### src/sv/srlb_ram.sv
// Generic single-port-write, single-port-read RAM with registered read.
`default_nettype none
module srlb_ram #(
  parameter int WIDTH = 8,
  parameter int DEPTH = 16
) (
  input  wire                     clk,
  input  wire                     wr_en,
  input  wire [$clog2(DEPTH)-1:0] wr_addr,
  input  wire [WIDTH-1:0]         wr_data,
  input  wire [$clog2(DEPTH)-1:0] rd_addr,
  output logic [WIDTH-1:0]        rd_data
);

  logic [WIDTH-1:0] mem [DEPTH];

  always_ff @(posedge clk) begin
    if (wr_en) begin
      mem[wr_addr] <= wr_data;
    end
    rd_data <= mem[rd_addr];
  end

endmodule
`default_nettype wire
### config.mk
export PLATFORM = sky130hd
export DESIGN_NAME = srlb_ram
export DESIGN_NICKNAME = d
export VERILOG_FILES = /design/src/sv/srlb_ram.sv
export SDC_FILE = /design/constraint.sdc
export NUM_CORES = 1
export LEC_CHECK = 0
export ABC_CLOCK_PERIOD_IN_PS = 5100
export CORE_MARGIN = 1
export CORE_UTILIZATION = 60
export DETAILED_ROUTE_END_ITERATION = 12
export DONT_BUFFER_PORTS = 1
export PLACE_DENSITY = 0.76
export SYNTH_ARGS = -nofsm -noshare
export SYNTH_HDL_FRONTEND = slang
export SYNTH_SLANG_ARGS = --single-unit
### constraint.sdc
create_clock -name clk -period 5.1 [get_ports clk]
set_clock_uncertainty 0.2 [all_clocks]
set_input_delay 0.255 -clock clk [delete_from_list [all_inputs] [get_ports clk]]
set_output_delay 0.255 -clock clk [all_outputs]
set_load 0.05 [all_outputs]
==> summary.txt <==
Route
  • Vias per cell: 6.31
  • Post-route ant nets: 0
  • DRT Wirelength: 9760 um
  • Drt initial violations: 170
  • Avg WL per Cell: 25.9 um
  • DR pass1 iterations: 4
  • Via count: 2,380
  • Drc violations: 0

Timing
  • FMAX: 0.327 GHz
  • Final setup TNS: 0 ps
  • Period utilization: 59.9%
  • Final setup viols: 0
  • Least-Margin Pin Slew: 917 ps
  • Worst slew margin relative to its limit: 38.6%
  • Slew Limit Fails: 0
  • Worst hold margin: 44.6 ps
  • Final hold viol count: 0
  • Unrepaired setup endpoints after global routing: no
  • Crit path time final: 3060 ps

Yosys
  • Cells after Synth: 229
  • Synth top area share: 74.7%
  • Yosys reg bits: 136
  • Top FF cell, synth: edfxtp_1
  • Synth async-reset ratio: 0%
  • Syn_area_per_cell: 22.5 um2
  • Area leader, netlist: edfxtp_1
  • Ys Warns: 0
  • Post-synth top cells: 128 x edfxtp_1, 18 x mux4_2, 16 x a22oi_1, 14 x mux4_1, 13 x nor2_1
  • Top cells by area, synth: edfxtp_1 75%, mux4_2 7.9%, mux4_1 7.1%, dfxtp_1 3.1%, a22oi_1 2.3%
  • Distinct cells, synth: 19
  • EDFF count, synth: 128
  • Post-synthesis sequential area ratio: 77.8%
  • Top-count cell post-synth: edfxtp_1
  • Post-synth net total: 247
  • Area of the mapped netlist: 0.00515 mm2

CTS
  • Clock Latency Late Sink: 520 ps
  • Clock transition at path regs: 60 ps
  • Clock Sinks: 136
  • Post CTS Setup Buffer Count: 0
  • CTS Buf Count: 17
  • Root buffer cell: clkbuf_8
  • H-tree depth: 4
  • Worst-case clock buffer depth: 2
  • Clock tree from TritonCTS: yes

Worst setup path
  • Crit path from: mem[9][5]$_DFFE_PP_
  • Critical path required time: 5310 ps
  • CP Launch Type: flop
  • Reg-to-reg critical path startpoint: mem[9][5]$_DFFE_PP_
  • Crit path kind: flop to flop
  • Worst endpoint data arrival time: 3270 ps
  • Maximum fanout along the worst path: 1
  • Critical Path End Type: flop

Layout
  • Area grow syn2layout: 16.2%
  • Layout Nets: 277
  • Fillers: 501
  • Sequential Area: 0.00400 mm2
  • Multi-input gate area: 0.00106 mm2
  • Layout Utilization: 72.5%
  • Share of cells above drive strength 1: 19.9%
  • Inserted Diodes: 0

Die
  • Die X: 94.6 um
  • DIE HEIGHT: 94.6 um
  • Initial Utilization: 62.3%
  • # IOs: 26
  • Core Footprint: 0.00826 mm2
  • Die Area: 0.00895 mm2
  • Num rows: 33

Worst hold path
  • HP Start: wr_addr[3]
  • Min-delay worst type: primary input to flop

Power
  • Clk pwr share: 45.6%
  • Power per cell area: 427 mW/mm2
  • Combinational power share: 4.1%
  • Sw power: 0.559 mW
  • VDD IR max: 0.306 mV
  • Pint: 2.00 mW
  • Sw Share: 21.9%
  • Leak pwr: 1.96 nW
  • Reg power frac: 50.3%

Global routing
  • Vias in the first global route: 2,495
  • Antenna violations before repair: 0
  • First-pass GRT wire length: 14,600 um
  • Total global routing overflow: 0
  • GR Util All Layers: 24.8%
  • Largest net degree at the start of global routing: 33

Outcome
  • Status: finished clean

Run
  • # Max-Cap Violations: 0

Placement
  • Dpl hpwl: 5580 um
  • Routability congestion estimate: 0.796
  • IO buf count: 0
[per-stage QoR]
stage / power, mW / instances / cell area [um2] / setup WS (ps)
after global placement: 1.37 / 327 / 5220 / 3000
after floorplan: 1.37 / 229 / 5150 / 3150
after detailed placement: 1.37 / 327 / 5220 / 2960
after global routing: 2.62 / 377 / 5980 / 1950
final: 2.55 / 377 / 5980 / 2040
after CTS: 2.56 / 377 / 5980 / 2060
[area by class of cell]
type | count | area share [%]
Clock buffer | 18 | 6.98
Tap cell | 105 | 2.20
Clock inverter | 14 | 2.51
Timing Repair Buffer | 21 | 3.72
Sequential cell | 136 | 66.9
Multi-Input combinational cell | 83 | 17.7
[cell families after synthesis]
group | count (synthesis) | synth area share, %
AOI/OAI and AO/OA | 16 | 2.33
buffers and inverters | 10 | 1.68
DFF | 136 | 77.8
muxes | 32 | 15.0
and+or+nand+nor | 35 | 3.18
[sequential cells by signal (all words and copies together), names as in the netlist]
signal   flops
mem        128
rd_data      8
[power groups by stage]
stage          sequential (mW)  combinational (mW)  clock [mW]
2_1_floorplan             1.30              0.0634           0
3_3_place_gp              1.31              0.0637           0
3_5_place_dp              1.31              0.0653           0
4_1_cts                   1.28               0.105        1.18
5_1_grt                   1.29               0.112        1.22
6_report                  1.28               0.104        1.17
[cell usage in the layout, fill, tap and decap left out, types with 2 or more instances in the layout]
master         count
nor2_1            13
dlygate4sd3_1     16
inv_6              3
clkinv_4           2
edfxtp_1         128
nand2_1            9
nor3_1             4
nand2b_1           2
a22oi_1           16
clkinvlp_4         5
mux4_2            18
buf_4              3
mux4_1            14
dfxtp_1            8
clkbuf_16         16
buf_12             2
nand3b_1           2
bufinv_16          2
[critical path, stage by stage, from the launching register on]
cell and delay (ps):
edfxtp_1 360, mux4_1 490, dlygate4sd3_1 560, a22oi_1 170
dlygate4sd3_1 570, nand2_1 40, dlygate4sd3_1 550
[per-layer routing]
layer | up-vias | routed length, um | global-route usage, %
met5 | - | 0 | 0
met4 | 0 | 43 | 11.0
met3 | 4 | 840 | 7.73
met2 | 101 | 4890 | 37.1
met1 | 1229 | 3980 | 34.0
li1 | 1046 | - | -
[what timing repair did]
action | in CTS | in global routing
hold endpoints to repair | 168 | 0
gates resized for setup | 0 | 0
hold buffers | 18 | 0
[worst paths after layout]
| kind | slack [ps] | cells past startpoint | end |
|---|---|---|---|
| max reg2reg | 2040 | 6 | rd_data[5]$_DFF_P_ |
| min | 40 | 2 | mem[2][4]$_DFFE_PP_ |
| min reg2reg | 480 | 3 | rd_data[1]$_DFF_P_ |
| max | 2040 | 6 | rd_data[5]$_DFF_P_ |
Power figures use the tool's default switching activity.
